**src/cspe_pkg.sv**
```systemverilog
// Shared types, constants and the bit-packing function of the seven-bit packet encoder.
package cspe_pkg;

    localparam int unsigned GROUP_BITS = 7;
    localparam int unsigned MAX_CODES  = 4;
    localparam logic [7:0]  END_MARK   = 8'h80;

    typedef logic [GROUP_BITS-1:0] t_group;

    // Result of pushing one byte into the bit stream.
    typedef struct packed {
        logic [1:0] n_groups;
        t_group     g0;
        t_group     g1;
        logic [5:0] bits;
        logic [2:0] cnt;
    } t_push;

    // Everything one input item produces: code groups plus the next state.
    typedef struct packed {
        logic [2:0]                   len;
        logic [MAX_CODES-1:0][6:0]    groups;
        logic                         last;
        logic [5:0]                   bits;
        logic [2:0]                   cnt;
        logic [7:0]                   sum;
    } t_pack;

    function automatic logic [5:0] f_low_mask(input logic [2:0] cnt);
        logic [6:0] m;
        m = (7'd1 << cnt) - 7'd1;
        return m[5:0];
    endfunction

    function automatic t_push f_push(input logic [5:0] bits, input logic [2:0] cnt,
                                     input logic [7:0] b);
        t_push      p;
        logic [2:0] c;
        logic [13:0] acc;
        logic [3:0] t;
        logic [3:0] rem;
        c   = (cnt > 3'd6) ? 3'd6 : cnt;
        acc = {bits & f_low_mask(c), b};
        t   = {1'b0, c} + 4'd8;
        p   = '0;
        if (t == 4'd14) begin
            p.n_groups = 2'd2;
            p.g0       = acc[13:7];
            p.g1       = acc[6:0];
            p.bits     = '0;
            p.cnt      = '0;
        end else begin
            rem        = t - 4'd7;
            p.n_groups = 2'd1;
            p.g0       = 7'(acc >> rem);
            p.g1       = '0;
            p.bits     = acc[5:0] & f_low_mask(rem[2:0]);
            p.cnt      = rem[2:0];
        end
        return p;
    endfunction

endpackage

```
**src/cspe_if.sv**
```systemverilog
// Valid/ready channel interfaces for payload bytes in and code bytes out.
interface cspe_byte_if;
    logic       valid;
    logic       ready;
    logic [7:0] data_byte;
    logic       last_byte;

    modport source (output valid, output data_byte, output last_byte, input ready);
    modport sink   (input valid, input data_byte, input last_byte, output ready);
endinterface

interface cspe_code_if;
    logic       valid;
    logic       ready;
    logic [7:0] code_byte;
    logic       packet_end;

    modport source (output valid, output code_byte, output packet_end, input ready);
    modport sink   (input valid, input code_byte, input packet_end, output ready);
endinterface

```
**src/cspe_pack.sv**
```systemverilog
// Combinational packer: turns one payload byte and the stream state into code groups.
module cspe_pack (
    input  logic [7:0]     i_data_byte,
    input  logic           i_last_byte,
    input  logic [5:0]     i_bits,
    input  logic [2:0]     i_cnt,
    input  logic [7:0]     i_sum,
    output cspe_pkg::t_pack o_pack
);
    import cspe_pkg::*;

    t_push      w_p1;
    t_push      w_p2;
    logic [7:0] w_sum;
    t_group     w_pad;
    t_group     w_cand [5];
    logic [4:0] w_cand_v;
    logic [2:0] w_pos;

    always_comb begin
        w_sum = i_sum + i_data_byte;
        w_p1  = f_push(i_bits, i_cnt, i_data_byte);
        w_p2  = f_push(w_p1.bits, w_p1.cnt, w_sum);
        // final partial group, zero padded at the low end
        w_pad = 7'({1'b0, w_p2.bits} << (3'd7 - w_p2.cnt));

        w_cand[0] = w_p1.g0;
        w_cand[1] = w_p1.g1;
        w_cand[2] = w_p2.g0;
        w_cand[3] = w_p2.g1;
        w_cand[4] = w_pad;
        w_cand_v[0] = 1'b1;
        w_cand_v[1] = (w_p1.n_groups == 2'd2);
        w_cand_v[2] = i_last_byte;
        w_cand_v[3] = i_last_byte && (w_p2.n_groups == 2'd2);
        w_cand_v[4] = i_last_byte && (w_p2.cnt != 3'd0);

        o_pack        = '0;
        o_pack.groups = '0;
        w_pos         = '0;
        for (int i = 0; i < 5; i++) begin
            if (w_cand_v[i] && (w_pos < 3'(MAX_CODES))) begin
                o_pack.groups[w_pos[1:0]] = w_cand[i];
                w_pos = w_pos + 3'd1;
            end
        end
        o_pack.len  = w_pos;
        o_pack.last = i_last_byte;
        if (i_last_byte) begin
            o_pack.bits = '0;
            o_pack.cnt  = '0;
            o_pack.sum  = '0;
        end else begin
            o_pack.bits = w_p1.bits;
            o_pack.cnt  = w_p1.cnt;
            o_pack.sum  = w_sum;
        end
    end

endmodule

```
**src/checksum_seven_bit_packet_encoder_top.sv**
```systemverilog
// Top level of the seven-bit packet encoder: input register, packer and result buffer.
//
//  channel  dir  fields                     accepted when
//  i_in     in   data_byte[7:0] last_byte   valid && ready
//  o_out    out  code_byte[7:0] packet_end  valid && ready
//
// A payload byte waits in the input register, then its 1..4 code bytes load the
// result buffer together and leave one per cycle, while o_out is ready, through the
// single output port: 1 or 2 code bytes per middle byte, 3 or 4 on the last byte.
// The next item is taken while the buffer still drains; it loads as the last
// code byte leaves. Synchronous active-low reset clears the stream state, sum
// and all valid flags. A stalled output holds its code byte and backs up i_in.
module checksum_seven_bit_packet_encoder_top (
    input  logic i_clk,
    input  logic i_rst_n,
    cspe_byte_if.sink   i_in,
    cspe_code_if.source o_out
);
    import cspe_pkg::*;

    logic                      r_in_v;
    logic [7:0]                r_in_byte;
    logic                      r_in_last;
    logic [5:0]                r_bits;
    logic [2:0]                r_cnt;
    logic [7:0]                r_sum;
    logic [MAX_CODES-1:0][6:0] r_q;
    logic [MAX_CODES-1:0][6:0] n_q;
    logic [2:0]                r_len;
    logic [2:0]                n_len;
    logic                      r_end;
    logic                      w_pop;
    logic                      w_load;
    t_pack                     w_pack;

    cspe_pack u_pack (
        .i_data_byte (r_in_byte),
        .i_last_byte (r_in_last),
        .i_bits      (r_bits),
        .i_cnt       (r_cnt),
        .i_sum       (r_sum),
        .o_pack      (w_pack)
    );

    assign w_pop  = o_out.valid && o_out.ready;
    assign w_load = r_in_v && ((r_len == 3'd0) || ((r_len == 3'd1) && w_pop));

    assign i_in.ready       = !r_in_v || w_load;
    assign o_out.valid      = (r_len != 3'd0);
    assign o_out.packet_end = r_end && (r_len == 3'd1);
    assign o_out.code_byte  = {o_out.packet_end, r_q[0]};

    always_comb begin
        n_q   = r_q;
        n_len = r_len;
        if (w_load) begin
            n_q   = w_pack.groups;
            n_len = w_pack.len;
        end else if (w_pop) begin
            for (int i = 0; i < MAX_CODES - 1; i++) begin
                n_q[i] = r_q[i+1];
            end
            n_len = r_len - 3'd1;
        end
    end

    always_ff @(posedge i_clk) begin
        if (!i_rst_n) begin
            r_in_v <= 1'b0;
            r_bits <= '0;
            r_cnt  <= '0;
            r_sum  <= '0;
            r_len  <= '0;
            r_end  <= 1'b0;
        end else begin
            if (i_in.valid && i_in.ready) begin
                r_in_v <= 1'b1;
            end else if (w_load) begin
                r_in_v <= 1'b0;
            end
            r_len <= n_len;
            if (w_load) begin
                r_bits <= w_pack.bits;
                r_cnt  <= w_pack.cnt;
                r_sum  <= w_pack.sum;
                r_end  <= w_pack.last;
            end
        end
    end

    always_ff @(posedge i_clk) begin
        r_q <= n_q;
        if (i_in.valid && i_in.ready) begin
            r_in_byte <= i_in.data_byte;
            r_in_last <= i_in.last_byte;
        end
    end

`ifndef SYNTHESIS
    a_len_range: assert property (@(posedge i_clk) disable iff (!i_rst_n)
        r_len <= 3'(MAX_CODES))
        else $error("result buffer count out of range");

    a_cnt_range: assert property (@(posedge i_clk) disable iff (!i_rst_n)
        r_cnt <= 3'd6)
        else $error("leftover bit count above six");

    a_last_clears: assert property (@(posedge i_clk) disable iff (!i_rst_n)
        (w_load && r_in_last) |=> (r_sum == 8'd0) && (r_cnt == 3'd0) && r_end)
        else $error("stream state not cleared after packet end");

    a_load_nonempty: assert property (@(posedge i_clk) disable iff (!i_rst_n)
        w_load |=> (r_len != 3'd0))
        else $error("loaded item produced no code byte");
`endif

endmodule
```
**src/flat_wrapper.sv**
```systemverilog
// flat-port wrapper written by rule: the top's interface ports become plain ports
module checksum_seven_bit_packet_encoder_top_flat import cspe_pkg::*;
  (i_clk, i_rst_n, i_in_valid, i_in_data_byte, i_in_last_byte, i_in_ready, o_out_valid, o_out_code_byte, o_out_packet_end, o_out_ready);
  cspe_byte_if i_in_i ();
  cspe_code_if o_out_i ();
  input  logic i_clk;
  input  logic i_rst_n;
  input wire logic [$bits(i_in_i.valid)-1:0] i_in_valid;
  input wire logic [$bits(i_in_i.data_byte)-1:0] i_in_data_byte;
  input wire logic [$bits(i_in_i.last_byte)-1:0] i_in_last_byte;
  output wire logic [$bits(i_in_i.ready)-1:0] i_in_ready;
  output wire logic [$bits(o_out_i.valid)-1:0] o_out_valid;
  output wire logic [$bits(o_out_i.code_byte)-1:0] o_out_code_byte;
  output wire logic [$bits(o_out_i.packet_end)-1:0] o_out_packet_end;
  input wire logic [$bits(o_out_i.ready)-1:0] o_out_ready;
  assign i_in_i.valid = i_in_valid;
  assign i_in_i.data_byte = i_in_data_byte;
  assign i_in_i.last_byte = i_in_last_byte;
  assign i_in_ready = i_in_i.ready;
  assign o_out_valid = o_out_i.valid;
  assign o_out_code_byte = o_out_i.code_byte;
  assign o_out_packet_end = o_out_i.packet_end;
  assign o_out_i.ready = o_out_ready;
  checksum_seven_bit_packet_encoder_top u_core (.i_clk(i_clk), .i_rst_n(i_rst_n), .i_in(i_in_i), .o_out(o_out_i));
endmodule
```
**config.mk**
```make
export PLATFORM = sky130hd
export DESIGN_NAME = checksum_seven_bit_packet_encoder_top_flat
export DESIGN_NICKNAME = d
export VERILOG_FILES = /design/src/cspe_pkg.sv /design/src/cspe_if.sv /design/src/cspe_pack.sv /design/src/checksum_seven_bit_packet_encoder_top.sv /design/src/flat_wrapper.sv
export SDC_FILE = /design/constraint.sdc
export NUM_CORES = 1
export LEC_CHECK = 0
export BUFFER_PORTS_ARGS = -buffer_cell sky130_fd_sc_hd__buf_2
export CORE_MARGIN = 10
export CORE_UTILIZATION = 52
export DETAILED_ROUTE_END_ITERATION = 8
export HOLD_SLACK_MARGIN = 0.02
export MAX_ROUTING_LAYER = met4
export PLACE_DENSITY_LB_ADDON = 0.05
export SKIP_CTS_REPAIR_TIMING = 1
export SYNTH_ARGS = -nofsm -noshare
export SYNTH_HDL_FRONTEND = slang
export SYNTH_HIERARCHICAL = 1
export SYNTH_SLANG_ARGS = --single-unit
```
**constraint.sdc**
```tcl
create_clock -name i_clk -period 4.6 [get_ports i_clk]
set_clock_uncertainty 0.1 [all_clocks]
set_input_delay 0.92 -clock i_clk [delete_from_list [all_inputs] [get_ports i_clk]]
set_output_delay 0.92 -clock i_clk [all_outputs]
set_load 0.01 [all_outputs]
```
==> results of run 1 <==
==> power breakdown <==
part           internal [W]  switching [W]
sequential         0.000760      0.0000683
clock              0.000309       0.000234
combinational      0.000506       0.000742
total               0.00158        0.00104
==> path summary, 6_finish.rpt <==
| path | startpoint | endpoint | slack (ps) |
|---|---|---|---|
| worst min-delay path | u_core/r_sum[6] | u_core/r_sum[6] | 380 |
| worst max-delay path | u_core/r_cnt[1] | u_core/r_q[18] | 360 |
| worst min register to register | u_core/r_sum[6] | u_core/r_sum[6] | 380 |
| worst max register to register | u_core/r_cnt[1] | u_core/r_q[18] | 360 |
==> flip-flops by register name, summed over array words and instances, names as in the netlist <==
name,flops
u_core/r_cnt,3
u_core/r_in_last,1
u_core/r_bits,6
u_core/r_in_v,1
u_core/r_sum,8
u_core/r_end,1
u_core/r_in_byte,8
u_core/o_out.code_byte,7
u_core/r_q,21
u_core/r_len,3
==> metal layers <==
layer | vias to the layer above | global-route usage, %
met5 | - | -
met4 | 0 | 8.22
met3 | 36 | 5.52
met2 | 251 | 37.8
met1 | 2487 | 31.2
li1 | 2422 | -
==> synthesized netlist by cell type, types with 13 or more instances <==
| master | n | share of area [%] |
|---|---|---|
| mux2_4 | 21 | 5.7 |
| nor2_1 | 49 | 3.3 |
| o21ai_0 | 43 | 3.9 |
| dfxtp_1 | 22 | 8.0 |
| nand3_1 | 33 | 3.0 |
| nand2_1 | 47 | 3.2 |
| mux2i_1 | 16 | 2.9 |
| edfxtp_1 | 37 | 20 |
| clkbuf_1 | 33 | 2.2 |
| o22ai_1 | 13 | 1.5 |
| ha_1 | 23 | 5.2 |
| a21oi_1 | 49 | 4.4 |
| inv_1 | 18 | 1.2 |
==> critical path, cell delays in order, from the launching register on <==
cell	delay (ps)
dfxtp_1	350
ha_1	170
buf_4	200
or2_2	170
ha_2	280
buf_4	200
o21a_1	160
nor2_1	60
or3_1	320
ha_1	270
nor2b_1	160
a22o_1	190
o31ai_2	400
mux2_2	240
o221ai_1	170
o21ai_0	190
a22oi_1	90
mux2_4	290
==> through the flow <==
step / area [um2] / hold WS [ps] / utilization (%)
after floorplan: 5530 / 349 / -
after global placement: 5730 / 368 / 55.5
after detailed placement: 5730 / 367 / 55.5
after CTS: 5960 / 378 / 57.7
after global routing: 5970 / 415 / 57.8
final: 5970 / 378 / 57.8
==> layout make-up <==
type / count / area (um2)
Multi-Input combinational cell: 497 / 3610
Clock inverter: 7 / 100
Timing Repair Buffer: 53 / 340
Clock buffer: 9 / 124
Tap cell: 136 / 170
Inverter: 19 / 71.3
Fill cell: 953 / 4360
Sequential cell: 59 / 1550
==> cells by family after synthesis <==
logic type	count (synthesis)	synth area share [%]
AO/OA/AOI/OAI	208	25.6
XOR/XNOR	12	1.91
adder cells (fa/ha/maj)	24	5.58
buffers and inverters	75	6.67
flip-flops	59	28.1
multiplexers	54	14.1
AND/OR/NAND/NOR	199	18.0
==> results.tsv, run 1 <==
metric	value	unit
clk_lat worst skew	350	ps
Tightest Pin Transition	893	ps
CTS tree	done	
ANT nets after route	0	
share of layout cells above drive strength 1	18.8	%
RSZ-0062 raised after global routing	false	
Hold Vio Cnt, Final	0	
vias	5196	
Req. time, crit path	4600	ps
asr flop ratio synth	0	%
CP Class	reg -> reg	
Net Count, Synth	668	
# DRC	0	
most frequent cells in the layout	a21oi_1 (49), nor2_1 (49), nand2_1 (47)	
CTS clock-pin slew for the worst setup and hold paths	70	ps
predominant post-synthesis flop cell	edfxtp_1	
post-DP HPWL	13700	um
DRT met1 WL	7950	um
Core Region	0.0103	mm2
Max IR drop VDD	540	uV
post-synth cell types	81	
Yosys reg bits	59	
Final Slew Violations	0	
slew margin rel.	40.5	%
fraction of the cycle the final worst path needs	92.3	%
DP Cell Count	764	
die span in y	123	um
pre-CTS setup slack	156	ps
die area	0.0151	mm2
vias in the first global route	4837	
TritonCTS Buffers	9	
EDFF count, synth	37	
fmax	236	MHz
DR iter-0 viols	586	
Final Critical Period	4240	ps
Seq/Total Area, Yosys	28.1	%
maxcap violations	0	
critical path peak fanout	16	
Root Buffer	clkbuf_8	
Final Wtd Congestion	1.02	
Lkg Pwr	2.35	nW
global-route wire length before repair	27900	um
final wirelength	18400	um
htree depth	3	
DR WL/cell	23.6	um
CTS sink count	59	
Final setup violation count	0	
GRT overflow	0	
Max clock buf depth	2	
total power	0.00262	W
Overall Global Routing Usage	24.5	%
outcome	finished, final reports clean	
die width	123	um
Hold Crit Depth	2	
Power Density	439	mW/mm2
row cnt	37	
Worst Hold Class	reg -> reg	
Mapped Area	0.00552	mm2
final net count	676	
first-pass detailed-route iteration total	5	
# port buffers	23	
TNS Setup	0	ps
Starting Density	53.4	%
setup ws final	356	ps
initial antenna violation count	0	
yosys warns	6	
met2 routed WL	8360	um
Via density	6.66	
DR WL met3	1590	um
Reg2Reg Depth	17	
CP arrival	4240	ps
largest net degree at the start of global routing	31	
Worst setup EP type	flip-flop	
# diodes	0	
io pins	24	
post-synthesis instance total	631	
Cell Count, Final, Fillers Out	780	
area added between synthesis and finish	8.17	%
DR top layer	met4	
CP Launch Type	flip-flop	
syn avg cell area	8.74	um2
Note: power is estimated with default switching activity, not from simulation.
==> inputs of run 2 (changes only) <==
--- a/config.mk
+++ b/config.mk
@@ -5,10 +5,11 @@
 export SDC_FILE = /design/constraint.sdc
 export NUM_CORES = 1
 export LEC_CHECK = 0
-export BUFFER_PORTS_ARGS = -buffer_cell sky130_fd_sc_hd__buf_2
+export CORE_ASPECT_RATIO = 0.6
 export CORE_MARGIN = 10
 export CORE_UTILIZATION = 52
 export DETAILED_ROUTE_END_ITERATION = 8
+export DONT_BUFFER_PORTS = 1
 export HOLD_SLACK_MARGIN = 0.02
 export MAX_ROUTING_LAYER = met4
 export PLACE_DENSITY_LB_ADDON = 0.05
==> results.tsv, run 2 (same netlist as run 1, synthesis figures left out) <==
metric	value	unit	change
# diodes	0		unchanged
post-DP HPWL	14300	um	+4.4%
CP arrival	4420	ps	+180 ps
CTS sink count	59		unchanged
GRT overflow	0		unchanged
Root Buffer	clkbuf_16		
setup ws final	286	ps	-70.1 ps
Internal Pwr Total	0.00172	W	+9.2%
Core Region	0.0105	mm2	+1.2%
io pins	24		unchanged
global-route wire length before repair	29700	um	+6.6%
CTS clock-pin slew for the worst setup and hold paths	60	ps	about the same
Psw	0.00111	W	+6.6%
pre-CTS setup slack	102	ps	-53.7 ps
die width	153	um	+24%
CTS tree	done		
final net count	653		-3.4%
outcome	finished, final reports clean		
die span in y	99.8	um	-19%
RR Endpoint	u_core/r_q[16]		
clock network power share	26.3	%	+5.6 points
DR iter-0 viols	802		+37%
Via density	6.96		+4.4%
first-pass detailed-route iteration total	5		unchanged
CP Launch Type	flip-flop		
die area	0.0153	mm2	+0.90%
Max IR drop VDD	385	uV	-29%
ANT nets after route	0		unchanged
area added between synthesis and finish	8.10	%	about the same
fmax	232	MHz	-1.6%
Overall Global Routing Usage	25.5	%	+1.0 points
Final Critical Period	4310	ps	+70.1 ps
Max clock buf depth	2		unchanged
Starting Density	52.8	%	-0.65 points
largest net degree at the start of global routing	31		unchanged
Worst Setup SP	u_core/r_cnt[1]		
met2 routed WL	8120	um	-2.9%
Lkg Pwr	2.31	nW	-1.7%
fraction of the cycle the final worst path needs	93.8	%	+1.5 points
Reg with most FFs	u_core/r_q		
DR WL met3	2430	um	+53%
DR WL/cell	26.0	um	+10%
Req. time, crit path	4710	ps	+110 ps
Final setup violation count	0		unchanged
RR Startpoint	u_core/r_cnt[1]		
# port buffers	0		-100%
DRT met1 WL	9070	um	+14%
Sw Share	39.3	%	-0.58 points
maxcap violations	0		unchanged
row cnt	29		-22%
final wirelength	19800	um	+7.5%
initial antenna violation count	0		unchanged
DR top layer	met4		
Hold Crit Depth	2		unchanged
Worst setup EP type	flip-flop		
Hold Vio Cnt, Final	0		unchanged
most frequent cells in the layout	a21oi_1 (49), nor2_1 (49), nand2_1 (47)		
sequential share of power	30.4	%	-1.2 points
CP Class	reg -> reg		
Hold Path Sink	u_core/r_sum[4]		
Reg2Reg Depth	14		-3
RSZ-0062 raised after global routing	false		
htree depth	3		unchanged
Final Slew Violations	0		unchanged
slew margin rel.	30.9	%	-9.6 points
TNS Setup	0	ps	unchanged
clk_lat worst skew	330	ps	-20 ps
# DRC	0		unchanged
flop2flop setup slack	290	ps	-70 ps
vias in the first global route	4832		-0.10%
Power Density	475	mW/mm2	+8.2%
Tightest Pin Transition	1040	ps	+145 ps
TritonCTS Buffers	9		unchanged
Final Wtd Congestion	1.09		+6.5%
Worst Hold Class	reg -> reg		
critical path peak fanout	10		-6
worst hold start	u_core/r_sum[4]		
max reg flops	21		unchanged
vias	5286		+1.7%
largest registers	u_core/r_q (21), u_core/r_in_byte (8), u_core/r_sum (8)		
share of layout cells above drive strength 1	15.6	%	-3.2 points
Gate power share	43.2	%	-4.5 points
## run 2: per-layer routing
layer / up-vias / global-route usage, %
met5: - / -
met4: 0 / 4.31
met3: 18 / 7.60
met2: 342 / 34.8
met1: 2563 / 36.5
li1: 2363 / -
## run 2: how the worst max path moves through the flow
| stage | to | depth (start not counted) |
|---|---|---|
| floorplan | u_core/r_q[16] | 20 |
| global placement | u_core/r_q[18] | 15 |
| detailed placement | u_core/r_q[18] | 15 |
| CTS | u_core/r_q[18] | 15 |
| global route | u_core/r_q[16] | 14 |
| finish | u_core/r_q[16] | 14 |
## run 2: cell type report
cell class / instances / area, um2
Inverter: 19 / 71.3
Tap cell: 139 / 174
Timing Repair Buffer: 30 / 225
Clock inverter: 7 / 100
Clock buffer: 9 / 225
Sequential cell: 59 / 1550
Fill cell: 927 / 4490
Multi-Input combinational cell: 497 / 3610
## run 2: power groups by stage
| stage | clock (W) | combinational [W] | sequential (W) |
|---|---|---|---|
| 2_1_floorplan | 0 | 0.000948 | 0.000810 |
| 3_3_place_gp | 0 | 0.00116 | 0.000869 |
| 3_5_place_dp | 0 | 0.00117 | 0.000876 |
| 4_1_cts | 0.000755 | 0.00118 | 0.000865 |
| 5_1_grt | 0.000782 | 0.00130 | 0.000877 |
| 6_report | 0.000746 | 0.00123 | 0.000862 |
## run 2: through the flow
| stage | instance area [um2] | hold slack [ps] | std cells | utilization [%] | power [W] |
|---|---|---|---|---|---|
| 3_3_place_gp | 5620 | 357 | 744 | 53.8 | 0.00203 |
| 5_1_grt | 5960 | 411 | 760 | 57.1 | 0.00296 |
| 3_5_place_dp | 5620 | 373 | 744 | 53.8 | 0.00205 |
| 6_report | 5960 | 382 | 760 | 57.1 | 0.00283 |
| 2_1_floorplan | 5530 | 349 | 631 | - | 0.00176 |
| 4_1_cts | 5950 | 382 | 760 | 56.9 | 0.00280 |
## run 2: critical path, cell delays in order (launching register included)
cell,delay (ps)
dfxtp_1,330
ha_1,260
or2_2,340
ha_1,320
or3_1,440
nand2_1,120
nand2_1,90
ha_1,310
nor2b_1,160
o2111ai_1,240
mux2_4,350
mux4_2,460
or3_1,350
a22oi_2,150
mux2_4,160
==> inputs of run 3 (changes only) <==
--- a/config.mk
+++ b/config.mk
@@ -5,6 +5,7 @@
 export SDC_FILE = /design/constraint.sdc
 export NUM_CORES = 1
 export LEC_CHECK = 0
+export ABC_AREA = 1
 export CORE_ASPECT_RATIO = 0.6
 export CORE_MARGIN = 10
 export CORE_UTILIZATION = 52
==> results.tsv, run 3 <==
metric	value	unit	change
Seq/Total Area, Yosys	29.3	%	+1.1 points
die width	150	um	-1.7%
Sw Share	51.3	%	+12 points
# DRC	0		unchanged
CTS clock-pin slew for the worst setup and hold paths	60	ps	about the same
Multi-input gate area	0.00315	mm2	-13%
Worst Hold Class	reg -> reg		
vias	5436		+2.8%
post-synth top area cell	edfxtp_1		
htree depth	3		unchanged
Final setup violation count	0		unchanged
RR Startpoint	u_core/r_cnt[2]		
ANT nets after route	0		unchanged
dominant cells by area after synthesis	edfxtp_1 (21%), nand2_1 (16%), dfxtp_1 (8.3%), o21ai_0 (7.1%), nand3_1 (6.7%)		
maxcap violations	0		unchanged
yosys warns	6		unchanged
fmax	242	MHz	+4.4%
top cell type's share of synthesized area	21.0	%	+0.81 points
post-synth cell types	51		-37%
Overall Global Routing Usage	23.7	%	-1.8 points
Via density	5.90		-15%
syn avg cell area	6.59	um2	-25%
fraction of the cycle the final worst path needs	89.8	%	-4.0 points
# diodes	0		unchanged
Final Util	56.2	%	-0.89 points
most frequent cells in the layout	nand2_1 (229), nor2_1 (90), inv_1 (76)		
Starting Density	53.5	%	+0.71 points
slew margin rel.	39.6	%	+8.8 points
final instance area	0.00557	mm2	-6.6%
CP Class	reg -> reg		
Yosys reg bits	59		unchanged
Mapped Area	0.00530	mm2	-3.9%
Psw	0.00206	W	+85%
Final Critical Period	4130	ps	-183 ps
RSZ-0062 raised after global routing	false		
clock network power share	17.5	%	-8.8 points
Hold Path Sink	u_core/r_len[1]		
Max clock buf depth	2		unchanged
Req. time, crit path	4580	ps	-130 ps
Internal Pwr Total	0.00196	W	+14%
CTS sink count	59		unchanged
share of layout cells above drive strength 1	8.77	%	-6.9 points
outcome	finished, final reports clean		
# port buffers	0		unchanged
io pins	24		unchanged
Synth top cells by count	nand2_1 (229), nor2_1 (90), inv_1 (76), o21ai_0 (75), nand3_1 (71)		
initial antenna violation count	0		unchanged
sequential share of power	23.6	%	-6.8 points
top-count cell post-synth	nand2_1		
Root Buffer	clkbuf_16		
largest registers	u_core/r_q (21), u_core/r_in_byte (8), u_core/r_sum (8)		
largest net degree at the start of global routing	47		+52%
critical path peak fanout	19		+9
DR iter-0 viols	783		-2.4%
DR WL/cell	18.7	um	-28%
commonest non-fill, non-tap cell in the layout	nand2_1		
Min Hold Slack	393	ps	+11.0 ps
GRT overflow	0		unchanged
Reg with most FFs	u_core/r_q		
EDFF count, synth	37		unchanged
clk_lat worst skew	330	ps	about the same
Hold Vio Cnt, Final	0		unchanged
Max IR drop VDD	398	uV	+3.4%
asr flop ratio synth	0	%	unchanged
die span in y	98.2	um	-1.6%
vias in the first global route	4750		-1.7%
Cell Area, Placed	0.00526	mm2	-6.4%
post-synthesis instance total	805		+28%
Net Count, Synth	842		+26%
RR Endpoint	u_core/o_out.code_byte[1]		
Final Wtd Congestion	1.07		-1.3%
TNS Setup	0	ps	unchanged
fillers	992		+7.0%
Tightest Pin Transition	903	ps	-134 ps
global-route wire length before repair	26900	um	-9.6%
Reg2Reg Depth	19		+5
Lkg Pwr	2.60	nW	+13%
post-DP HPWL	13100	um	-8.9%
max reg flops	21		unchanged
Final Slew Violations	0		unchanged
die area	0.0148	mm2	-3.2%
row cnt	28		-3.4%
worst hold start	u_core/r_len[1]		
flop2flop setup slack	470	ps	+180 ps
Hold Crit Depth	2		unchanged
Power Density	721	mW/mm2	+52%
sequential cell area	0.00155	mm2	unchanged
TritonCTS Buffers	9		unchanged
first-pass detailed-route iteration total	6		+1
CP Launch Type	flip-flop		
area added between synthesis and finish	5.00	%	
Gate power share	58.9	%	+16 points
Worst setup EP type	flip-flop		
predominant post-synthesis flop cell	edfxtp_1		
CP arrival	4110	ps	-310 ps
final wirelength	17300	um	-13%
CTS tree	done		
Core Region	0.00991	mm2	-5.1%
final net count	819		+25%
-- run 3: power by group through the flow --
stage          Clock, W  Combinational [W]  Sequential (W)
3_5_place_dp          0            0.00226        0.000960
2_1_floorplan         0            0.00179        0.000891
3_3_place_gp          0            0.00227        0.000952
5_1_grt        0.000735            0.00262        0.000970
6_report       0.000703            0.00236        0.000948
4_1_cts        0.000710            0.00227        0.000950
-- run 3: per-layer routing --
| metal | routed length [um] | track usage (%) | vias up |
|---|---|---|---|
| li1 | - | - | 2599 |
| met1 | 8070 | 33.7 | 2505 |
| met2 | 6670 | 29.8 | 314 |
| met3 | 2360 | 10.0 | 18 |
| met4 | 191 | 4.91 | 0 |
| met5 | 0 | - | - |
-- run 3: cell type report --
| type | count | area share (%) |
|---|---|---|
| Clock buffer | 12 | 4.63 |
| Timing Repair Buffer | 8 | 1.08 |
| Tap cell | 135 | 3.03 |
| Clock inverter | 4 | 0.831 |
| Sequential cell | 59 | 27.9 |
| Multi-Input combinational cell | 616 | 56.5 |
| Inverter | 88 | 6.02 |
-- run 3: worst max-delay path by stage --
| stage | from | to | slack, ps | cells past startpoint |
|---|---|---|---|---|
| after floorplan | u_core/r_cnt[2] | u_core/r_q[20] | 940 | 21 |
| after global placement | u_core/r_cnt[2] | u_core/r_q[16] | 630 | 23 |
| after detailed placement | u_core/r_cnt[2] | u_core/r_q[16] | 620 | 23 |
| after CTS | u_core/r_cnt[2] | u_core/r_q[16] | 590 | 23 |
| after global routing | u_core/r_cnt[2] | u_core/r_q[10] | 110 | 25 |
| final | u_core/r_cnt[2] | u_core/o_out.code_byte[1] | 470 | 19 |
-- run 3: kinds of logic after synthesis --
group	count (synthesis)	synth area share [%]
simple gates	443	37.4
compound gates	143	15.2
buf+inv	130	11.4
flops	59	29.3
fa+ha+maj	24	5.80
xor+xnor	5	0.826
mux	1	0.189
-- run 3: metrics by stage --
| step | setup slack, ps | std cells | total power, W |
|---|---|---|---|
| CTS | 594 | 922 | 0.00393 |
| floorplan | 943 | 805 | 0.00269 |
| global route | 114 | 922 | 0.00432 |
| global placement | 634 | 906 | 0.00322 |
| finish | 469 | 922 | 0.00402 |
| detailed placement | 618 | 906 | 0.00322 |
-- run 3: critical path, cell delays in order (launching register included) --
cell and delay, ps:
dfxtp_1 510, ha_1 340, nand2_1 130, nand2_2 130, inv_2 120, ha_1 260
o21ai_1 140, nand2_4 190, nor2_4 140, nand2_4 180, nor2_8 190, inv_2 60
nor2_4 230, nand2_1 350, a21oi_1 220, nor2_1 70, o21ai_0 150, o21ai_1 180
nand2_1 110, nand2_1 60
